[config.mk]
export PLATFORM = sky130hd
export DESIGN_NAME = hub_port_table_flood_top
export DESIGN_NICKNAME = d
export VERILOG_FILES = /design/src/rtl/hptf_pkg.sv /design/src/rtl/hptf_table.sv /design/src/rtl/hptf_ctrl.sv /design/src/rtl/hub_port_table_flood_top.sv
export SDC_FILE = /design/constraint.sdc
export NUM_CORES = 1
export LEC_CHECK = 0
export ABC_AREA = 1
export ABC_CLOCK_PERIOD_IN_PS = 6800
export BUFFER_PORTS_ARGS = -buffer_cell sky130_fd_sc_hd__buf_2
export CORE_ASPECT_RATIO = 0.75
export CORE_MARGIN = 2
export CORE_UTILIZATION = 35
export DETAILED_ROUTE_END_ITERATION = 16
export GPL_TIMING_DRIVEN = 0
export PLACE_DENSITY = 0.47
export SLEW_MARGIN = 10
export SYNTH_ARGS = -nofsm -noshare
export SYNTH_HDL_FRONTEND = slang
export SYNTH_SLANG_ARGS = --single-unit
[constraint.sdc]
create_clock -name clk_i -period 6.8 [get_ports clk_i]
set_clock_uncertainty 0.1 [all_clocks]
set_input_delay 1.36 -clock clk_i [delete_from_list [all_inputs] [get_ports clk_i]]
set_output_delay 1.36 -clock clk_i [all_outputs]
set_load 0.02 [all_outputs]
[src/rtl/hptf_pkg.sv]
package hptf_pkg;

  localparam int LEN_W       = 12;
  localparam int CODE_W      = 8;
  localparam int ID_W        = 16;
  localparam int CFG_IDX_W   = 2;
  localparam int CFG_DATA_W  = 12;
  localparam int MAX_PORTS_DEF = 16;

  localparam logic [LEN_W-1:0] MAX_MESSAGE = LEN_W'(2048);

  localparam logic [CFG_IDX_W-1:0] CFG_CTRL_LEN = CFG_IDX_W'(0);
  localparam logic [CFG_IDX_W-1:0] CFG_HELLO    = CFG_IDX_W'(1);
  localparam logic [CFG_IDX_W-1:0] CFG_GOODBYE  = CFG_IDX_W'(2);

  localparam logic [LEN_W-1:0]  CTRL_LEN_RST = LEN_W'(1);
  localparam logic [CODE_W-1:0] HELLO_RST    = CODE_W'(1);
  localparam logic [CODE_W-1:0] GOODBYE_RST  = CODE_W'(2);

  typedef enum logic [1:0] {
    OP_NONE,
    OP_HELLO,
    OP_BYE,
    OP_RELAY
  } op_e;

  typedef enum logic [1:0] {
    ST_IDLE,
    ST_SCAN,
    ST_MOVE
  } st_e;

endpackage

[src/rtl/hptf_table.sv]
module hptf_table #(
  parameter int MAX_PORTS = hptf_pkg::MAX_PORTS_DEF,
  localparam int IDX_W = $clog2(MAX_PORTS)
) (
  input  logic                  clk_i,
  input  logic                  we_i,
  input  logic [IDX_W-1:0]      waddr_i,
  input  logic [hptf_pkg::ID_W-1:0] wdata_i,
  input  logic [IDX_W-1:0]      raddr_i,
  output logic [hptf_pkg::ID_W-1:0] rdata_o
);
  import hptf_pkg::*;

  logic [ID_W-1:0] mem [MAX_PORTS];
  logic [ID_W-1:0] rdata_q;

  always_ff @(posedge clk_i) begin
    if (we_i) begin
      mem[waddr_i] <= wdata_i;
    end
  end

  always_ff @(posedge clk_i) begin
    rdata_q <= mem[raddr_i];
  end

  assign rdata_o = rdata_q;

endmodule

[src/rtl/hptf_ctrl.sv]
module hptf_ctrl #(
  parameter int MAX_PORTS = hptf_pkg::MAX_PORTS_DEF,
  localparam int IDX_W = $clog2(MAX_PORTS),
  localparam int CNT_W = $clog2(MAX_PORTS + 1)
) (
  input  logic                      clk_i,
  input  logic                      rst_ni,
  input  logic                      accept_i,
  input  hptf_pkg::op_e             op_i,
  input  logic [hptf_pkg::ID_W-1:0] sender_i,
  output logic                      busy_o,
  output logic                      tbl_we_o,
  output logic [IDX_W-1:0]          tbl_waddr_o,
  output logic [hptf_pkg::ID_W-1:0] tbl_wdata_o,
  output logic [IDX_W-1:0]          tbl_raddr_o,
  input  logic [hptf_pkg::ID_W-1:0] tbl_rdata_i,
  output logic                      dest_valid_o,
  output logic [hptf_pkg::ID_W-1:0] dest_id_o,
  output logic                      last_dest_o
);
  import hptf_pkg::*;

  localparam logic [CNT_W-1:0] FULL = CNT_W'(MAX_PORTS);

  st_e              state_q, state_d;
  op_e              op_q, op_d;
  logic [ID_W-1:0]  sender_q, sender_d;
  logic [CNT_W-1:0] idx_q, idx_d;
  logic [CNT_W-1:0] count_q, count_d;
  logic             rvalid_q, rvalid_d;
  logic [IDX_W-1:0] ridx_q, ridx_d;
  logic             found_q, found_d;
  logic [IDX_W-1:0] pos_q, pos_d;
  logic             pend_q, pend_d;
  logic [ID_W-1:0]  pend_id_q, pend_id_d;
  logic             ov_q, ov_d;
  logic [ID_W-1:0]  od_q, od_d;
  logic             ol_q, ol_d;
  logic             hit;
  logic [CNT_W-1:0] last_idx;

  assign hit      = rvalid_q && (tbl_rdata_i == sender_q);
  assign last_idx = count_q - CNT_W'(1);

  always_comb begin
    state_d     = state_q;
    op_d        = op_q;
    sender_d    = sender_q;
    idx_d       = idx_q;
    count_d     = count_q;
    rvalid_d    = 1'b0;
    ridx_d      = idx_q[IDX_W-1:0];
    found_d     = found_q;
    pos_d       = pos_q;
    pend_d      = pend_q;
    pend_id_d   = pend_id_q;
    ov_d        = 1'b0;
    od_d        = od_q;
    ol_d        = ol_q;
    tbl_we_o    = 1'b0;
    tbl_waddr_o = count_q[IDX_W-1:0];
    tbl_wdata_o = sender_q;
    tbl_raddr_o = idx_q[IDX_W-1:0];

    case (state_q)
      ST_IDLE: begin
        if (accept_i && op_i != OP_NONE) begin
          op_d     = op_i;
          sender_d = sender_i;
          idx_d    = '0;
          found_d  = 1'b0;
          pend_d   = 1'b0;
          state_d  = ST_SCAN;
        end
      end
      ST_SCAN: begin
        // Table entries are unique, so skipping every match skips the sender slot.
        if (rvalid_q) begin
          if (hit && !found_q) begin
            found_d = 1'b1;
            pos_d   = ridx_q;
          end
          if (!hit && op_q == OP_RELAY) begin
            // Hold one beat back so the final destination can be marked.
            if (pend_q) begin
              ov_d = 1'b1;
              od_d = pend_id_q;
              ol_d = 1'b0;
            end
            pend_d    = 1'b1;
            pend_id_d = tbl_rdata_i;
          end
        end
        if (idx_q < count_q) begin
          rvalid_d = 1'b1;
          idx_d    = idx_q + CNT_W'(1);
        end else if (!rvalid_q) begin
          state_d = ST_IDLE;
          case (op_q)
            OP_RELAY: begin
              if (pend_q) begin
                ov_d = 1'b1;
                od_d = pend_id_q;
                ol_d = 1'b1;
              end
            end
            OP_HELLO: begin
              if (!found_q && count_q < FULL) begin
                tbl_we_o = 1'b1;
                count_d  = count_q + CNT_W'(1);
              end
            end
            OP_BYE: begin
              if (found_q) begin
                tbl_raddr_o = last_idx[IDX_W-1:0];
                state_d     = ST_MOVE;
              end
            end
            default: begin
              state_d = ST_IDLE;
            end
          endcase
        end
      end
      ST_MOVE: begin
        // Move the last entry into the freed slot.
        tbl_we_o    = 1'b1;
        tbl_waddr_o = pos_q;
        tbl_wdata_o = tbl_rdata_i;
        count_d     = last_idx;
        state_d     = ST_IDLE;
      end
      default: begin
        state_d = ST_IDLE;
      end
    endcase
  end

  always_ff @(posedge clk_i or negedge rst_ni) begin
    if (!rst_ni) begin
      state_q  <= ST_IDLE;
      count_q  <= '0;
      rvalid_q <= 1'b0;
      pend_q   <= 1'b0;
      found_q  <= 1'b0;
      ov_q     <= 1'b0;
      op_q     <= OP_NONE;
      idx_q    <= '0;
    end else begin
      state_q  <= state_d;
      count_q  <= count_d;
      rvalid_q <= rvalid_d;
      pend_q   <= pend_d;
      found_q  <= found_d;
      ov_q     <= ov_d;
      op_q     <= op_d;
      idx_q    <= idx_d;
    end
  end

  always_ff @(posedge clk_i) begin
    sender_q  <= sender_d;
    ridx_q    <= ridx_d;
    pos_q     <= pos_d;
    pend_id_q <= pend_id_d;
    od_q      <= od_d;
    ol_q      <= ol_d;
  end

  assign busy_o       = (state_q != ST_IDLE);
  assign dest_valid_o = ov_q;
  assign dest_id_o    = od_q;
  assign last_dest_o  = ol_q;

endmodule

[src/rtl/hub_port_table_flood_top.sv]
// Repeater hub port table with flood-except-sender relay.
// Input: pulse start with msg_length_i, first_byte_i and sender_id_i while
// busy is low; the message is taken at that edge. A message whose clamped
// length equals the control length emits nothing; a hello or goodbye code
// edits the port table, any other code is ignored; other messages are relayed.
// Output: one beat per destination on dest_id_o / last_dest_o, marked by
// dest_valid_o for one cycle, in table order, sender skipped, last_dest_o set
// on the final beat. The receiver cannot stall the block.
// Timing: each item walks the table through one read port and one comparator,
// one entry per cycle. Busy stays high from acceptance until the walk ends, and
// through ST_MOVE for a goodbye that finds its sender; an unknown control code
// never raises busy. Relay beats come one per cycle, with a gap where the sender
// is skipped, the last in the first cycle with busy low.
// Configuration: cfg_we_i writes register cfg_idx_i (0 control length,
// 1 hello code, 2 goodbye code) at once; write only while idle.
// Reset: the port table is emptied (count cleared) and the registers return
// to 1, 1 and 2. Table memory needs no clearing pass.
module hub_port_table_flood_top #(
  parameter int MAX_PORTS = hptf_pkg::MAX_PORTS_DEF
) (
  input  logic                            clk_i,
  input  logic                            rst_ni,
  input  logic                            start,
  output logic                            busy,
  input  logic [hptf_pkg::LEN_W-1:0]      msg_length_i,
  input  logic [hptf_pkg::CODE_W-1:0]     first_byte_i,
  input  logic [hptf_pkg::ID_W-1:0]       sender_id_i,
  input  logic                            cfg_we_i,
  input  logic [hptf_pkg::CFG_IDX_W-1:0]  cfg_idx_i,
  input  logic [hptf_pkg::CFG_DATA_W-1:0] cfg_data_i,
  output logic                            dest_valid_o,
  output logic [hptf_pkg::ID_W-1:0]       dest_id_o,
  output logic                            last_dest_o
);
  import hptf_pkg::*;

  localparam int IDX_W = $clog2(MAX_PORTS);

  logic [LEN_W-1:0]  ctrl_len_q;
  logic [CODE_W-1:0] hello_q;
  logic [CODE_W-1:0] bye_q;
  logic [LEN_W-1:0]  len_clamp;
  logic              accept;
  op_e               op;

  logic              tbl_we;
  logic [IDX_W-1:0]  tbl_waddr;
  logic [ID_W-1:0]   tbl_wdata;
  logic [IDX_W-1:0]  tbl_raddr;
  logic [ID_W-1:0]   tbl_rdata;

  always_ff @(posedge clk_i or negedge rst_ni) begin
    if (!rst_ni) begin
      ctrl_len_q <= CTRL_LEN_RST;
      hello_q    <= HELLO_RST;
      bye_q      <= GOODBYE_RST;
    end else if (cfg_we_i) begin
      case (cfg_idx_i)
        CFG_CTRL_LEN: ctrl_len_q <= cfg_data_i[LEN_W-1:0];
        CFG_HELLO:    hello_q    <= cfg_data_i[CODE_W-1:0];
        CFG_GOODBYE:  bye_q      <= cfg_data_i[CODE_W-1:0];
        default: begin
          ctrl_len_q <= ctrl_len_q;
        end
      endcase
    end
  end

  assign accept    = start && !busy;
  // Clamp over-long messages to the receive buffer size.
  assign len_clamp = (msg_length_i > MAX_MESSAGE) ? MAX_MESSAGE : msg_length_i;

  always_comb begin
    if (len_clamp != ctrl_len_q) begin
      op = OP_RELAY;
    end else if (first_byte_i == hello_q) begin
      op = OP_HELLO;
    end else if (first_byte_i == bye_q) begin
      op = OP_BYE;
    end else begin
      op = OP_NONE;
    end
  end

  hptf_table #(
    .MAX_PORTS(MAX_PORTS)
  ) u_table (
    .clk_i  (clk_i),
    .we_i   (tbl_we),
    .waddr_i(tbl_waddr),
    .wdata_i(tbl_wdata),
    .raddr_i(tbl_raddr),
    .rdata_o(tbl_rdata)
  );

  hptf_ctrl #(
    .MAX_PORTS(MAX_PORTS)
  ) u_ctrl (
    .clk_i       (clk_i),
    .rst_ni      (rst_ni),
    .accept_i    (accept),
    .op_i        (op),
    .sender_i    (sender_id_i),
    .busy_o      (busy),
    .tbl_we_o    (tbl_we),
    .tbl_waddr_o (tbl_waddr),
    .tbl_wdata_o (tbl_wdata),
    .tbl_raddr_o (tbl_raddr),
    .tbl_rdata_i (tbl_rdata),
    .dest_valid_o(dest_valid_o),
    .dest_id_o   (dest_id_o),
    .last_dest_o (last_dest_o)
  );

endmodule

==> run metrics <==
status=finished clean; hold path cells=0; worst r2r path cells=11; setup repair bufs after CTS=0; worst hold path class=reg2reg; Final Worst Setup Slack=2.43 ns; Final HPWL DP=31900 µm; Hold Violations, Final=0; CP peak stage delay=0.79 ns; crit end category=flip-flop; top sig layer=met4; power per cell area=389 nW/µm²; DRT antenna net count=0; maxcap violations=0; Clk network pwr share=0.278; Yosys reg bits=375; Post-synth EDFFs=309; vias in the first global route=10600; NumNets Final=1599; fin cells=2146; clock sink total=375; H-tree levels=2; setup_tns=0 ns; switching fraction of total power=0.364; Avg WL per Cell=21.2 µm; # hold bufs at CTS=0; Setup violations, final=0; Seq pwr share=0.419; Crit. path cell count=11; Longest Clk Path Bufs=3; ys flop type=edfxtp_1; GRT overflow=0; max-slew violations=0; fmax=229 MHz; Synth async-reset ratio=0.123; core area=44700 µm²; total CTS buffers=39; CP most frequent cell=inv_1; Total Routing Usage GR=0.195; largest net degree at the start of global routing=47; Int Power=4.58 mW; placed cells=2080; slew margin rel.=0.215; Crit-path slowest cell=ha_1; Worst Path Arrival=4.75 ns; Port Buffers=72; DRT Pass-1 Iters=5; sw power=2.62 mW; placer congestion estimate=0.889; Skew-Pair Late Insertion Delay=0.55 ns; RSZ-0062 raised after global routing=false; Area growth syn-to-layout=16.5%; Top Ports=73; CTS tree=built; Post-DP Area=17300 µm²; Total Wirelength=45600 µm; Die Wd=250 µm; clock root buffer=clkbuf_16; first-pass GRT wire length=68400 µm; synthesized cell area=15900 µm²; WP buf/inv=4; CP Max Fanout=19; Worst-path clk slew=0.06 ns; met2 routed WL=19700 µm; peak supply drop=219 µV; Die ar.=47100 µm²; leakage=7.01 nW; vias per cell=5.09; startpoint class of the critical path=flip-flop; DP Worst Slack=2.46 ns; design area=18500 µm²; Post-Syn Instances=1399; 1st-iter DRT viols=880; Post-route DRC=0; post_cts resized=0; Finished Core Util=0.414; fraction of layout cells with a size suffix above 1=0.142; worst path cell trace=inv_1 > ha_1 > inv_2 > nor4_4 > nand2_2 > o21ai_1 > inv_1 > clkbuf_1 > o211ai_1 > nand3_1 > nand2_1; ant diodes=0; Final period util=0.643; delay-heaviest family, CP=buffers and inverters; worst hold slack=0.306 ns; met3 wire len=2740 µm; syn_area_per_cell=11.3 µm²; min Tclk post-route=4.37 ns; Pwr Total=7.20 mW; required time of the critical path=7.18 ns; standard-cell rows=67; post-synth cell types=47; synth warn=0; syn_nets=1463; Worst-Margin Slew=1.17 ns; Initial Util=0.355; combinational share of power=0.302; initial antenna violation count=0; DR vias=10900; crit path kind=reg2reg; Die Span Y=188 µm; metal1 wirelength=22100 µm; fillers=4286; Seq/Total Area, Yosys=0.683
[logic make-up after synthesis]
family	count (synthesis)	synth area share
AND/OR/NAND/NOR	475	0.127
flip-flops	375	0.683
AO/OA/AOI/OAI	317	0.113
buffers and inverters	191	0.0522
XOR/XNOR	27	0.0149
adder cells (fa/ha/maj)	10	0.00788
multiplexers	4	0.00284
[worst reg2reg max path, cell delays in order, from the launching register on]
cell	delay [ns]
dfrtp_1	0.40
inv_1	0.09
ha_1	0.79
inv_2	0.30
nor4_4	0.34
nand2_2	0.16
o21ai_1	0.61
inv_1	0.22
clkbuf_1	0.47
o211ai_1	0.39
nand3_1	0.25
nand2_1	0.17
[layout make-up]
class                           instances  area [µm²]  share of cell area
Clock buffer                           51        1040              0.0563
Inverter                              128         483              0.0261
Multi-Input combinational cell        833        4270               0.231
Buffer                                 63         345              0.0187
Clock inverter                         15         115             0.00622
Sequential cell                       375       10800               0.586
Timing Repair Buffer                   95         674              0.0365
Tap cell                              586         733              0.0396
[placed cells by master, fill, tap and decap left out, drive strengths merged]
cell,n
nand3b,3
xor2,17
nand4,8
a21o,1
clkinvlp,1
xnor2,10
bufinv,1
o21bai,1
or2,16
o21a,3
and3b,1
inv,127
dfrtp,43
clkinv,14
ha,10
nand3,70
o21ai,223
o211ai,62
nor2,167
dfstp,3
o31ai,1
nor3,9
buf,122
edfxtp,309
nor4,7
dfxtp,20
nor3b,2
nand2,191
a21oi,19
a21boi,4
o22ai,1
mux2,4
and3,1
o2111ai,1
clkbuf,87
o32ai,1
[final timing paths]
kind                                    from                  to  slack [ns]
setup / recovery           u_ctrl.state_q[1]  u_table.rdata_o[5]        2.43
hold / removal              u_ctrl.ridx_q[1]     u_ctrl.pos_q[1]        0.31
setup reg to reg           u_ctrl.state_q[1]  u_table.rdata_o[5]        2.43
hold reg to reg             u_ctrl.ridx_q[1]     u_ctrl.pos_q[1]        0.31
max in group asynchronous             rst_ni     u_ctrl.rvalid_q        5.02
min in group asynchronous             rst_ni       ctrl_len_q[9]        0.92
[power by group through the flow]
stage                     logic (mW)  registers (mW)  clock network (mW)
after global placement          2.11            3.07                   0
after CTS                       2.17            3.02                2.04
after floorplan                 1.27            3.07                   0
after detailed placement        2.17            3.07                   0
after global routing            2.40            3.05                2.13
final                           2.18            3.02                2.00
[synth_stat cells (2+ instances only)]
| library cell | instances | area, µm² |
|---|---|---|
| mux2_2 | 4 | 45.0 |
| o21ai_1 | 59 | 295 |
| dfrtp_1 | 43 | 1080 |
| o21ai_0 | 162 | 811 |
| nor3b_1 | 2 | 15.0 |
| nor2_1 | 167 | 627 |
| dfstp_2 | 3 | 78.8 |
| xnor2_1 | 10 | 87.6 |
| nand3b_1 | 3 | 22.5 |
| dfxtp_1 | 20 | 400 |
| inv_1 | 124 | 465 |
| or2_1 | 2 | 12.5 |
| o211ai_1 | 62 | 465 |
| clkinv_1 | 2 | 7.51 |
| a21oi_1 | 19 | 95.1 |
| xor2_1 | 17 | 149 |
| nand4_1 | 8 | 50.1 |
| a21boi_0 | 3 | 22.5 |
| ha_1 | 10 | 125 |
| or2_2 | 14 | 87.6 |
| nor4_1 | 6 | 37.5 |
| buf_4 | 9 | 67.6 |
| edfxtp_1 | 309 | 9280 |
| buf_6 | 7 | 78.8 |
| nand2_2 | 5 | 31.3 |
| nand3_1 | 70 | 350 |
| nor3_1 | 9 | 45.0 |
| clkbuf_1 | 36 | 135 |
| nand2_1 | 186 | 698 |
| o21a_1 | 3 | 22.5 |
| buf_2 | 9 | 45.0 |
[layer usage]
layer,global-route usage,up-vias
met3,0.0336,57
li1,-,5174
met5,0,-
met1,0.294,5370
met2,0.289,322
met4,0.0494,0
[registers in the layout, summed over array words and instances (netlist names), 2 cells and up]
signal,cells
bye_q,8
ctrl_len_q,12
hello_q,8
u_ctrl.count_q,5
u_ctrl.dest_id_o,16
u_ctrl.idx_q,5
u_ctrl.op_q,2
u_ctrl.pend_id_q,16
u_ctrl.pos_q,4
u_ctrl.ridx_q,4
u_ctrl.sender_q,16
u_ctrl.state_q,2
u_table.mem,256
u_table.rdata_o,16
(Power assumes the default switching activity.)
